File: config.mk
export PLATFORM = sky130hd
export DESIGN_NAME = tcc_fifo
export DESIGN_NICKNAME = d
export VERILOG_FILES = /design/src/rtl/tcc_fifo.sv
export SDC_FILE = /design/constraint.sdc
export NUM_CORES = 1
export LEC_CHECK = 0
export ABC_AREA = 1
export BUFFER_PORTS_ARGS = -buffer_cell sky130_fd_sc_hd__buf_2
export CAP_MARGIN = 0
export CORE_AREA = 8 8 75 77
export DETAILED_ROUTE_END_ITERATION = 10
export DIE_AREA = 0 0 83 85
export PLACE_DENSITY_LB_ADDON = 0.15
export RECOVER_POWER = 25
export SLEW_MARGIN = 20
export SYNTH_ARGS = -nofsm -noshare
export SYNTH_HDL_FRONTEND = slang
export SYNTH_SLANG_ARGS = --single-unit
File: constraint.sdc
create_clock -name clk -period 2.56 [get_ports clk]
set_clock_uncertainty 0.15 [all_clocks]
set_input_delay 0 -clock clk [delete_from_list [all_inputs] [get_ports clk]]
set_output_delay 0 -clock clk [all_outputs]
set_load 0.005 [all_outputs]
File: src/rtl/tcc_fifo.sv
// ----------------------------------------------------------------------------
// tcc_fifo
// Short command queue between the front end and the executor.
// ----------------------------------------------------------------------------
module tcc_fifo #(
  parameter int WIDTH = 23,
  parameter int DEPTH = 2
) (
  input  logic             clk,
  input  logic             rst,
  input  logic             push_valid,
  output logic             push_ready,
  input  logic [WIDTH-1:0] push_data,
  output logic             pop_valid,
  input  logic             pop_ready,
  output logic [WIDTH-1:0] pop_data
);

  localparam int PW = (DEPTH > 1) ? $clog2(DEPTH) : 1;
  localparam int CW = $clog2(DEPTH + 1);
  localparam logic [PW-1:0] PTR_LAST = PW'(DEPTH - 1);
  localparam logic [CW-1:0] CNT_FULL = CW'(DEPTH);

  logic [WIDTH-1:0] entries [DEPTH];
  logic [PW-1:0]    wr_ptr;
  logic [PW-1:0]    rd_ptr;
  logic [CW-1:0]    count;
  logic             push;
  logic             pop;

  assign push_ready = (count != CNT_FULL);
  assign pop_valid  = (count != '0);
  assign pop_data   = entries[rd_ptr];
  assign push       = push_valid && push_ready;
  assign pop        = pop_valid && pop_ready;

  // entry storage
  always_ff @(posedge clk) begin
    if (push) begin
      entries[wr_ptr] <= push_data;
    end
  end

  // pointers and fill level
  always_ff @(posedge clk) begin
    if (rst) begin
      wr_ptr <= '0;
      rd_ptr <= '0;
      count  <= '0;
    end else begin
      if (push) begin
        wr_ptr <= (wr_ptr == PTR_LAST) ? '0 : wr_ptr + 1'b1;
      end
      if (pop) begin
        rd_ptr <= (rd_ptr == PTR_LAST) ? '0 : rd_ptr + 1'b1;
      end
      if (push && !pop) begin
        count <= count + 1'b1;
      end else if (pop && !push) begin
        count <= count - 1'b1;
      end
    end
  end

endmodule

==> results.cfg <==
[logic_synthesis]
synth_cells = 108
ys_seq_area_share_pct = 77.9
ys_ff_latch = 51
yosys_warnings = 0
syn_avg_cell_area_um2 = 17.6
syn_area_mm2 = 0.00190
synth_area_leader_cell = edfxtp_1
ys_types = 12
synthDominantCellAreaShare_pct = 72.6
synth_nets = 136
synth_area_leaders = edfxtp_1, mux2_2, dfxtp_1, nand2_1, inv_1

[critical_path]
cpLargestDelayFamily = simple AND/OR/NAND/NOR gates
r2r-start = count[0]
critPathMaxStageDelay_ns = 0.33
reg2reg_depth = 10
worst-path-max-fanout = 5
critPathCaptureType = register
crit_arrival_ns = 1.75
cp_slowest_cell = ha_1
cp-start-kind = register
rrSetupSlack_ns = 0.89
crit_buf_inv = 4
cp_common_cell = inv_1
worst_ep_required_time_ns = 2.64
path_class = reg2reg
critical_path_depth = 10
rr_endpoint = count[1]
crit_chain = inv_1 -> nand2_1 -> nand2_1 -> inv_1 -> ha_1 -> inv_1 -> nand3_1 -> nand2_1 -> inv_1 -> nor2_1

[global_routing]
grt_max_degree = 24
grt_use_met3_pct = 4.41
grt-busiest-layer = met2
grt_pass1_vias = 1307
antenna_found_initial = 0
grt_use_met1_pct = 9.79
grt_first_pass_wirelength_um = 5910
grt.total_usage_pct = 10.4
grt_use_met2_pct = 19.0
grt_overflow = 0

[finish]
drive_above_1_share_pct = 39.5
fillerInstances = 380
n_antenna_cell = 0
syn2layout_area_growth_pct = 35.0
nets = 222

[power_and_ir_drop]
vdd_drop_max_v = 0.000494
p_clk_share_pct = 20.5
p_seq_share_pct = 52.2
switching_share_pct = 26.8
totalPowerFinal_w = 0.00208
power.internal_w = 0.00153
powerDensity_mw_per_mm2 = 811
p_comb_share_pct = 27.3
power_switching_w = 0.000557
power.leakage_nw = 0.991

[sta]
hold_violations = 0
finalCritPeriodShare_pct = 65.2
final_max_slew_viol_count = 0
rsz0062_at_grt = false
worst_pin_slew_ns = 0.320
slew-limit-headroom_pct = 78.7
min_period_ns = 1.67
setup_tns_ns = 0
timing.fmax_mhz = 599
finalSetupViolCount = 0

[floorplan]
start_util_pct = 41.9
die-area_mm2 = 0.00706
die_w_um = 83
io_pins = 52
die_height_um = 85
rows = 25
core_area_mm2 = 0.00454

[placement]
place_hpwl_um = 2480
portBuffers = 51
gp_congestion = 0.607

[clock_network]
postCtsSetupBuffers = 0
root_buffer = clkbuf_8
clock_latency_ns = 0.29
cts_buffers = 5
clkSlewWorstSetupHoldPaths_ns = 0.08
htreeDepth = 2
clock_sinks = 51
clk_path_buf_depth = 2
tritoncts = yes

[worst_hold_path]
timing.hold.worst_endpoint = wr_ptr
hold_path_class = in2reg
worstHoldPathCells = 5
hp-start = push_valid

[job]
drv_cap = 0

[routing]
via_per_inst = 4.61
first_pass_iters = 4
drt_iter0_markers = 33
vias = 1149
drt-total-wl_um = 3590
avgRoutedWirePerCell_um = 14.4
post-route-drc-count = 0
ant_nets = 0

[run_status]
run_status = finished clean
==> metrics by stage <==
step / std cells / cell area [um2] / util, % / hold slack (ns) / worst slack [ns]
finish: 249 / 2570 / 56.6 / 0.0373 / 0.890
global route: 249 / 2570 / 56.6 / 0.111 / 0.717
CTS: 249 / 2580 / 56.9 / 0.0217 / 0.884
detailed placement: 215 / 2240 / 49.3 / 0.0424 / 0.900
global placement: 215 / 2240 / 49.3 / 0.0382 / 1.07
floorplan: 108 / 1900 / - / -0.0511 / 0.461
==> registers in the layout, indices dropped and copies added (netlist names), named ones only <==
signal	cells
count	2
entries	46
rd_ptr	1
wr_ptr	1
==> worst max path at each step <==
stage / from / endpoint / slack, ns
after global placement: count[0] / count[1] / 1.07
after CTS: count[0] / count[1] / 0.88
final: count[0] / count[1] / 0.89
after global routing: count[0] / count[1] / 0.72
after floorplan: count[0] / entries[1][0] / 0.46
after detailed placement: count[0] / count[1] / 0.90
==> power by group through the flow <==
| stage | sequential (W) | clock [W] | combinational, W |
|---|---|---|---|
| finish | 0.00109 | 0.000427 | 0.000569 |
| global route | 0.00110 | 0.000466 | 0.000642 |
| CTS | 0.00109 | 0.000440 | 0.000587 |
| detailed placement | 0.00111 | 0 | 0.000553 |
| global placement | 0.00110 | 0 | 0.000534 |
| floorplan | 0.00111 | 0 | 0.000329 |
==> layout by cell type (no fill, tap or decap) <==
cell type / instances
buf_4: 4
o21ai_0: 2
ha_1: 1
dlygate4sd3_1: 26
a21oi_1: 2
clkinv_2: 1
nor2_1: 5
nand3_1: 2
dfxtp_1: 5
nand4_1: 1
nand2_1: 9
clkbuf_2: 3
mux2_2: 23
inv_1: 8
edfxtp_1: 46
clkbuf_8: 5
buf_2: 39
nor2_2: 2
clkbuf_1: 11
==> synth_stat cells <==
library cell,count
ha_1,1
nand3_1,2
nor2_1,7
o21ai_0,2
dfxtp_1,5
a21oi_1,2
nand4_1,1
inv_1,8
edfxtp_1,46
nand2_1,9
mux2_2,23
buf_6,2
==> layout make-up <==
type	count	area, um2	share of cell area (%)
inverter	8	30.0	1.17
tap	54	67.6	2.63
timing repair buffer	81	534	20.8
multi-input combinational	47	373	14.5
clock buffer	7	76.3	2.97
sequential	51	1480	57.7
clock inverter	1	5.00	0.195
==> tightest hold or removal path: stages <==
cell     delay, ns
buf_2         0.08
nand2_1       0.11
inv_1         0.11
nor2_1        0.06
nor2_1        0.09
==> layer usage <==
layer  vias to the layer above  part of all wire [%]
met1                       545                    40
met5                         -                     0
li1                        565                     -
met3                         7                   6.2
met2                        32                    52
met4                         0                   1.6
==> what timing repair did <==
action,4_1_cts,5_1_grt
gates resized for setup,0,0
hold buffers,26,0
hold endpoints to repair,51,0
==> cell families (layout without fill, tap and decap cells) <==
kind of cell               Yosys count  count (layout)  synth area share [%]
muxes                               23              23                  13.6
buffers and inverters               10              97                  2.76
and+or+nand+nor                     19              19                  4.01
DFF                                 51              51                  77.9
AOI/OAI and AO/OA                    4               4                  1.05
adders and majority gates            1               1                 0.658
Power figures use the tool's default switching activity.
