## src/rtl/tcc_pkg.sv

```systemverilog
// ----------------------------------------------------------------------------
// tcc_pkg
// Shared constants, codes and the command type of the text console engine.
// ----------------------------------------------------------------------------
package tcc_pkg;

  // default geometry and queue depth
  localparam int DEF_ROWS        = 25;
  localparam int DEF_COLUMNS     = 80;
  localparam int DEF_QUEUE_DEPTH = 2;

  // character codes
  localparam logic [7:0] CH_NEWLINE = 8'h0A;
  localparam logic [7:0] CH_SPACE   = 8'h20;

  // colour reset values and the blank cell written by the reset sweep
  localparam logic [3:0]  FG_RESET    = 4'hF;
  localparam logic [3:0]  BG_RESET    = 4'h0;
  localparam logic [15:0] BLANK_RESET = {BG_RESET, FG_RESET, CH_SPACE};

  // configuration register indexes
  localparam logic [7:0] REG_FG = 8'd0;
  localparam logic [7:0] REG_BG = 8'd1;

  // input mode codes
  localparam logic [1:0] MODE_PUT   = 2'd0;
  localparam logic [1:0] MODE_BACK  = 2'd1;
  localparam logic [1:0] MODE_CLEAR = 2'd2;
  localparam logic [1:0] MODE_READ  = 2'd3;

  // classified operation codes
  localparam logic [2:0] OP_PUT       = 3'd0;
  localparam logic [2:0] OP_NEWLINE   = 3'd1;
  localparam logic [2:0] OP_BACKSPACE = 3'd2;
  localparam logic [2:0] OP_CLEAR     = 3'd3;
  localparam logic [2:0] OP_READ      = 3'd4;
  localparam logic [2:0] OP_READ_NONE = 3'd5;

  // command passed from the front end to the executor
  typedef struct packed {
    logic [2:0] op;
    logic [7:0] ch;
    logic [4:0] read_row;
    logic [6:0] read_col;
  } cmd_t;

endpackage

```

## src/rtl/tcc_if.sv

```systemverilog
// ----------------------------------------------------------------------------
// tcc_if
// Valid/ready channels of the text console engine: items, results, config.
// ----------------------------------------------------------------------------
interface tcc_item_if;
  logic       valid;
  logic       ready;
  logic [1:0] mode;
  logic [7:0] char_code;
  logic [4:0] read_row;
  logic [6:0] read_col;

  modport source (output valid, mode, char_code, read_row, read_col, input ready);
  modport sink   (input valid, mode, char_code, read_row, read_col, output ready);
endinterface


```

## src/rtl/tcc_front.sv

```systemverilog
// ----------------------------------------------------------------------------
// tcc_front
// Front end: takes items and classifies them into executor commands.
// ----------------------------------------------------------------------------
module tcc_front #(
  parameter int ROWS    = tcc_pkg::DEF_ROWS,
  parameter int COLUMNS = tcc_pkg::DEF_COLUMNS
) (
  tcc_item_if.sink        item_in,
  input  logic            init_busy,
  output logic            push_valid,
  input  logic            push_ready,
  output tcc_pkg::cmd_t   push_cmd
);

  logic in_range;

  // read target inside the screen
  assign in_range = (32'(item_in.read_row) < ROWS) && (32'(item_in.read_col) < COLUMNS);

  // no item is taken while the store is being swept after reset
  assign item_in.ready = push_ready && !init_busy;
  assign push_valid    = item_in.valid && !init_busy;

  // classify the item
  always_comb begin
    push_cmd.ch       = item_in.char_code;
    push_cmd.read_row = item_in.read_row;
    push_cmd.read_col = item_in.read_col;
    case (item_in.mode)
      tcc_pkg::MODE_PUT: begin
        push_cmd.op = (item_in.char_code == tcc_pkg::CH_NEWLINE) ?
                      tcc_pkg::OP_NEWLINE : tcc_pkg::OP_PUT;
      end
      tcc_pkg::MODE_BACK:  push_cmd.op = tcc_pkg::OP_BACKSPACE;
      tcc_pkg::MODE_CLEAR: push_cmd.op = tcc_pkg::OP_CLEAR;
      tcc_pkg::MODE_READ: begin
        push_cmd.op = in_range ? tcc_pkg::OP_READ : tcc_pkg::OP_READ_NONE;
      end
      default: push_cmd.op = tcc_pkg::OP_READ_NONE;
    endcase
  end

endmodule

```

## src/flat_wrapper.sv

```systemverilog
// flat-port wrapper written by rule: the top's interface ports become plain ports
module tcc_front_flat 
#(
  parameter int ROWS    = tcc_pkg::DEF_ROWS,
  parameter int COLUMNS = tcc_pkg::DEF_COLUMNS
)
  (init_busy, push_valid, push_ready, push_cmd, item_in_valid, item_in_mode, item_in_char_code, item_in_read_row, item_in_read_col, item_in_ready);
  tcc_item_if item_in_i ();
  input  logic init_busy;
  output logic push_valid;
  input  logic push_ready;
  output tcc_pkg::cmd_t push_cmd;
  input wire logic [$bits(item_in_i.valid)-1:0] item_in_valid;
  input wire logic [$bits(item_in_i.mode)-1:0] item_in_mode;
  input wire logic [$bits(item_in_i.char_code)-1:0] item_in_char_code;
  input wire logic [$bits(item_in_i.read_row)-1:0] item_in_read_row;
  input wire logic [$bits(item_in_i.read_col)-1:0] item_in_read_col;
  output wire logic [$bits(item_in_i.ready)-1:0] item_in_ready;
  assign item_in_i.valid = item_in_valid;
  assign item_in_i.mode = item_in_mode;
  assign item_in_i.char_code = item_in_char_code;
  assign item_in_i.read_row = item_in_read_row;
  assign item_in_i.read_col = item_in_read_col;
  assign item_in_ready = item_in_i.ready;
  tcc_front #(.ROWS(ROWS), .COLUMNS(COLUMNS)) u_core (.item_in(item_in_i), .init_busy(init_busy), .push_valid(push_valid), .push_ready(push_ready), .push_cmd(push_cmd));
endmodule
```

## config.mk

```make
export PLATFORM = sky130hd
export DESIGN_NAME = tcc_front_flat
export DESIGN_NICKNAME = d
export VERILOG_FILES = /design/src/rtl/tcc_pkg.sv /design/src/rtl/tcc_if.sv /design/src/rtl/tcc_front.sv /design/src/flat_wrapper.sv
export SDC_FILE = /design/constraint.sdc
export NUM_CORES = 1
export LEC_CHECK = 0
export ABC_CLOCK_PERIOD_IN_PS = 1560
export BUFFER_PORTS_ARGS = -buffer_cell sky130_fd_sc_hd__buf_2
export CAP_MARGIN = 15
export CORE_AREA = 2 2 39 41
export DETAILED_ROUTE_END_ITERATION = 6
export DIE_AREA = 0 0 41 43
export PLACE_DENSITY = 0.68
export SYNTH_ARGS = -nofsm -noshare
export SYNTH_HDL_FRONTEND = slang
export SYNTH_SLANG_ARGS = --single-unit
```

## constraint.sdc

```tcl
create_clock -name vclk -period 1.56
set_clock_uncertainty 0.2 [all_clocks]
set_input_delay 0.312 -clock vclk [all_inputs]
set_output_delay 0.312 -clock vclk [all_outputs]
set_load 0.01 [all_outputs]
```

==> results, run 1 <==
- The die area is around 1800 um2.
- The startpoint-to-endpoint class of the critical path is in2out.
- Summing over every cut layer, the via total after detailed routing is around 290.
- The layout filler cell count is between 150 and 200.
- Setup repair after global routing could not meet its margin everywhere.
- The signal arrival time at the worst endpoint is about 1.1 ns.
- For this run, design rule violations remaining after detail routing come to 0.
- In this run the mean area of a mapped cell was between 7 and 8 um2.
- Cells with a size suffix above 1 make up between 80% and 90% of the layout.
- The post-detailed-route count of antenna-violating nets is 0.
- The cell at the slowest stage of the critical path is sky130_fd_sc_hd__nor4b_4.
- Based on the critical path, the design can be clocked at up to 0.606 GHz.
- After Yosys synthesis, and, or, nand and nor cells account for between 10% and 20% of the synthesized area.
- Subtracting the final worst setup slack from the clock period gives ~1.6 ns.
- The type of element capturing the critical path is an output pin.
- The worst pin sits at a relative slew slack of between 80% and 90%.
- The number of antenna violations at the first check in global routing was 0.
- The maximum fanout encountered on the critical timing path is 2.
- The count of final setup violators is 1.
- The analysis attributes to cell leakage a power of about 0.00023 uW.
- The share of the core filled with cells in the final layout is 29.1%.
- The count of cell types in the netlist is 12.
- The total standard cell area after synthesis is between 200 and 300 um2.
- The setup slack after layout is -0.0898 ns.
- The number of cells produced by synthesis is 35.
- The ratio of total power to cell area is between 200 and 300 nW/um2.
- The pre-antenna-repair detailed-routing pass consisted of 4 iterations.
- The number of max-slew violations in the final report is 0.
- The cell area reported after detailed placement is ~360 um2.
- The longest individual stage delay on the worst path is around 0.17 ns.
- For the worst setup path, the data required time is about 1.1 ns.
- The flow ran to the end, but the final reports show violations.
- IR analysis of the VDD net gives a maximum drop of about 0.079 mV.
- Synthesis produced a netlist with a net count of just over 60.
- The adder and majority gate portion of the synthesized area is under 10%.
- The count of warnings emitted by yosys is 0.
- Measured along the y axis, the die boundary spans between 40 and 50 um.
- The final hold violation count is 0.
- The I/O pin count is 50.
- In the finished design, the share of the clock period the worst path needs comes to 106%.
- The number of global-route vias before repair is 251.
- The worst hold path class is in2out.
- The global router's overall resource usage is 6.59%.
- Once the floorplan was initialized, standard cells occupied 19.2% of the core.
- The register area is 0 um2.
- The number of buffers inserted to repair setup after CTS is 0.
- Dividing the detail-routed via count by the number of cells gives a little under 4.
- The average wire per standard cell is just under 9 um.
- The die width is just over 40 um.
- The maximum number of pins on one net before global-route repair is 4.
- The wire length of the first global-routing pass is just under 900 um.
- Together, buffers and inverters on the worst path number 3.
- The growth of design area from synthesis to finish is 51.9%.
- By area, the combinational part of the netlist is dominated by buffers and inverters.
- The number of standard-cell rows in the floorplan is 14.
- After synthesis, the share of cell area in mux cells is 0%.
- Leaving out fill and tap cells, the most frequent cells in the layout are sky130_fd_sc_hd__buf_2 (40), sky130_fd_sc_hd__nand2_1 (2), sky130_fd_sc_hd__nor2b_1 (2), sky130_fd_sc_hd__buf_4 (2).
- The clock buffer instance count of the final layout is 0.
- Power comes to 106 uW.
- The number of sequential cells is 0.
- The kind of cell with the highest combined delay along the critical path is buffers and inverters.
- The portion of the post-synthesis area used by sequential elements is 0%.
- The synthesized netlist devotes between 10 and 15% of its cell area to compound gates.
- Across the run, the number of max-cap violations was 0.
- The final reports fail on negative setup slack.
- The leading cell type in the layout, fill and taps excluded is sky130_fd_sc_hd__buf_2.
- STA classifies the critical path startpoint as an input pin.
- Of the total synthesized cell area, the portion taken by XOR and XNOR cells is 0%.
- The final wirelength is ~670 um.
- The cell area after layout is around 400 um2.
- The signal on the critical path passes through buf_8, inv_6, ha_4, nor4b_4, nand3b_1, o221ai_2, buf_2.
- For this block, the initial DRC count from the detailed router was 1.
- The count of input and output buffers is 42.
- The overall overflow remaining after global route is 0.
- For the pin with the worst max-slew slack, the measured transition is ~0.24 ns.
- The number of antenna repair diodes is 0.
- The region available for standard cell placement spans 1380 um2.
- Routability-driven placement finished with a final weighted congestion of slightly above 0.6.
- In the final design database the tool counted a little under 90 nets.
-- cell usage after synthesis --
| master | instances | area, um2 |
|---|---|---|
| sky130_fd_sc_hd__buf_4 | 20 | 150 |
| sky130_fd_sc_hd__ha_1 | 2 | 25.0 |
| sky130_fd_sc_hd__inv_1 | 2 | 7.51 |
| sky130_fd_sc_hd__nand2_1 | 2 | 7.51 |
| sky130_fd_sc_hd__nor2b_1 | 2 | 12.5 |
| sky130_fd_sc_hd__a21o_1 | 1 | 7.51 |
| sky130_fd_sc_hd__nand3b_1 | 1 | 7.51 |
| sky130_fd_sc_hd__nor2_1 | 1 | 3.75 |
| sky130_fd_sc_hd__nor4b_2 | 1 | 15.0 |
| sky130_fd_sc_hd__o21ai_0 | 1 | 5.00 |
| sky130_fd_sc_hd__o221ai_2 | 1 | 15.0 |
| sky130_fd_sc_hd__o311ai_1 | 1 | 8.76 |
-- path summary, 6_finish.rpt --
kind	start	endpoint	slack (ns)	cells after the start
worst min-delay path	item_in_read_col[3]	push_cmd[3]	0.42	0
worst max-delay path	item_in_mode[1]	push_cmd[20]	-0.09	7
-- through the flow --
step	setup slack, ns	TNS, ns	hold slack [ns]	instances
after floorplan	0.0629	0	0.470	35
after global placement	-0.174	-0.174	0.424	75
after detailed placement	-0.182	-0.182	0.424	75
after CTS	-0.0999	-0.0999	0.424	75
after global routing	-0.148	-0.148	0.424	75
final	-0.0898	-0.0898	0.424	75
-- cell type report --
cell class	count	area (um2)	share of cell area, %
multi-input cells	13	129	32.0
well taps	16	20.0	4.97
repair buffers	44	241	59.9
inverters	2	12.5	3.11
-- where the power goes --
group | switching [uW] | leakage [uW] | internal [uW] | total, uW
clock | 0 | 0 | 0 | 0
sequential | 0 | 0 | 0 | 0
combinational | 49.6 | 0.000231 | 56.8 | 106
total | 49.6 | 0.000231 | 56.8 | 106
-- kinds of logic (layout without fill, tap and decap cells) --
group | count (synthesis) | count (layout)
buffers and inverters | 22 | 46
AND/OR/NAND/NOR | 7 | 7
AO/OA/AOI/OAI | 4 | 4
adder cells (fa/ha/maj) | 2 | 2
-- per-layer routing --
metal | vias to the layer above | track usage [%] | routed length [um] | share of wire, %
met4 | 0 | 0 | 0 | 0
met2 | 25 | 15.0 | 370 | 55
met5 | - | 0 | 0 | 0
met3 | 0 | 0.524 | 98 | 15
met1 | 125 | 5.38 | 201 | 30
li1 | 143 | - | - | -
-- timing repair --
item                                    in CTS  in global routing
pin swaps                                    3                  0
hold buffers                                 0                  0
gates resized for setup                      8                  2
endpoints found under the setup margin       1                  1
Power figures use the tool's default switching activity.
==> inputs of run 2 (changes only) <==
Settings changed: PLACE_DENSITY 0.68 to not set, PLACE_DENSITY_LB_ADDON set to 0.05.
==> run 2 against run 1 <==
Effect of this change: the flow still finishes with violations (negative setup slack); non-clock buffer count is 2 higher; count of clock-buffer cells in the layout unchanged; fmax up 0.11%; largest cell class unchanged; highest routed layer unchanged.
==> results, run 2 (synthesis results as in run 1) <==
- The standard cell core area is 1380 um2 (unchanged).
- The power share of the clock group was 0% (unchanged).
- The worst relative slew slack came to 84.3% (+0.59 points).
- The maximum fanout encountered on the critical timing path is 2 (unchanged).
- The post-detailed-route count of antenna-violating nets came to 0 (unchanged).
- The largest voltage drop on the vdd net is 0.0714 mV (-9.3%).
- The post-layout net count is 90 (+2.3%).
- The I/O pin count is 50 (unchanged).
- The required arrival time at the worst endpoint is 1.05 ns (about the same).
- The number of max-slew violations in the final report is 0 (unchanged).
- The wire length of the first global-routing pass is 862 um (-0.81%).
- The count of input and output buffers is 42 (unchanged).
- The via count normalized by instance count is 3.83 (-1.9%).
- The setup slack after layout came to -0.0880 ns (+0.00182 ns).
- The hold buffer count at cts was 0 (unchanged).
- The total power of the final layout is 109 uW (+2.2%).
- The final period utilization is 106% (-0.12 points).
- The number of antenna repair diodes is 0 (unchanged).
- The number of violations of the max-capacitance limit is 0 (unchanged).
- The total number of vias is 295 (+0.68%).
- The run finished, with violations left.
- The clock buffer instance count of the final layout was 0 (unchanged).
- The last weighted congestion value of the routability-driven placer came to 0.539 (-11%).
- The number of standard cells in the layout, taps in and fillers out is 77 (+2.7%).
- The die area was 1760 um2 (unchanged).
- The library cell used most frequently in the layout, excluding fill and tap cells, is sky130_fd_sc_hd__buf_2.
- The register area is 0 um2 (unchanged).
- The global router's overall resource usage is 6.49% (-0.10 points).
- The number of antenna violations at the first check in global routing came to 0 (unchanged).
- The switching power total came to 49.2 uW (-0.68%).
- The maximum number of pins on one net before global-route repair is 4 (unchanged).
- The count of final setup violators is 1 (unchanged).
- The die width is 41 um (unchanged).
- The final wirelength is 646 um (-3.6%).
- The worst hold path class is in2out.
- The die outline height is 43 um (unchanged).
- The growth of design area from synthesis to finish is 57.5%.
- The number of global-route vias before repair is 242 (-3.6%).
- The fraction of power consumed by sequential logic is 0% (unchanged).
- The fraction of power spent switching nets is 45.3% (-1.3 points).
- In the layout the commonest cells are sky130_fd_sc_hd__buf_2 (40), sky130_fd_sc_hd__buf_4 (4), sky130_fd_sc_hd__nand2_1 (2), sky130_fd_sc_hd__nor2b_1 (2).
- The startpoint type of the worst setup path is an input pin.
- The internal power of the cells was 59.5 uW (+4.8%).
- The maximum operating frequency was 0.607 GHz (+0.11%).
- The signal arrival time at the worst endpoint is 1.14 ns (about the same).
- The overall overflow remaining after global route is 0 (unchanged).
- The number of sequential cells was 0 (unchanged).
- Setup repair after global routing could not meet its margin everywhere.
- The count of routing violations after the opening detailed-route iteration came to 1 (unchanged).
- The number of buffers inserted to repair setup after CTS is 0 (unchanged).
- The part of the power in combinational logic is 100.0% (about the same).
- The final hold violation count is 0 (unchanged).
- The measured slew at the worst slew-check pin is 0.231 ns (-0.00877 ns).
- The count of unresolved DRC violations after routing is 0 (unchanged).
- The startpoint-to-endpoint class of the critical path is in2out.
- The proportion of layout cells with a drive suffix above 1 came to 83.6% (+0.56 points).
- The final reports fail on negative setup slack.
- The number of standard-cell rows in the floorplan is 14 (unchanged).
- The post-place setup slack is -0.212 ns (-0.0301 ns).
- The ratio of total power to cell area was 260 nW/um2 (-1.4%).
- The worst setup path is captured at an output pin.
- The starting utilization of the core area is 19.2% (unchanged).
- The leakage power summed over all cells is 0.000241 uW (+4.3%).
- The final period demand of the worst path was 1.65 ns (-0.00182 ns).
- The detailed-router iteration count before antenna repair is 2 (-2).
- The average wire per standard cell is 8.39 um (-6.1%).
- The number of cells in the design after placement is 77 (+2.7%).
-- run 2: final cells by class --
type	count	area [um2]
fillers	164	966
repair buffers	46	256
multi-input cells	13	129
well taps	16	20.0
inverters	2	12.5
-- run 2: power groups by stage --
stage / logic, uW / clock network [uW] / registers [uW]
after floorplan: 72.4 / 0 / 0
after global placement: 100 / 0 / 0
after detailed placement: 99.2 / 0 / 0
after CTS: 109 / 0 / 0
after global routing: 120 / 0 / 0
final: 109 / 0 / 0
-- run 2: final timing paths --
path / start / endpoint / slack, ns / cells past startpoint
max: item_in_mode[1] / push_cmd[20] / -0.09 / 7
min: item_in_read_col[1] / push_cmd[1] / 0.42 / 0
-- run 2: worst max-delay path: stages --
cell and delay, ns:
sky130_fd_sc_hd__buf_8 0.10, sky130_fd_sc_hd__inv_6 0.05, sky130_fd_sc_hd__ha_4 0.11, sky130_fd_sc_hd__nor4b_4 0.17, sky130_fd_sc_hd__nand3b_1 0.12, sky130_fd_sc_hd__o221ai_2 0.13, sky130_fd_sc_hd__buf_2 0.15
-- run 2: metal layers --
metal	share of wire [%]	vias up	global-route usage, %
met5	0	-	0
met4	0	0	0
met3	16	0	1.05
met1	28	126	6.33
li1	-	147	-
met2	56	22	13.4
-- run 2: metrics by stage --
stage                     utilization, %  setup TNS (ns)  cell area [um2]  hold WS (ns)
after global routing                30.2          -0.156              418         0.424
after CTS                           29.7          -0.124              412         0.424
final                               30.2         -0.0880              418         0.424
after floorplan                        -               0              265         0.470
after detailed placement            27.1          -0.212              375         0.424
after global placement              27.1          -0.180              375         0.424
-- run 2: what timing repair did --
| action | 4_1_cts | 5_1_grt |
|---|---|---|
| endpoints found under the setup margin | 1 | 1 |
| resized for setup | 8 | 2 |
| endpoints found under the hold margin | 0 | 0 |
| pin swaps | 3 | 0 |
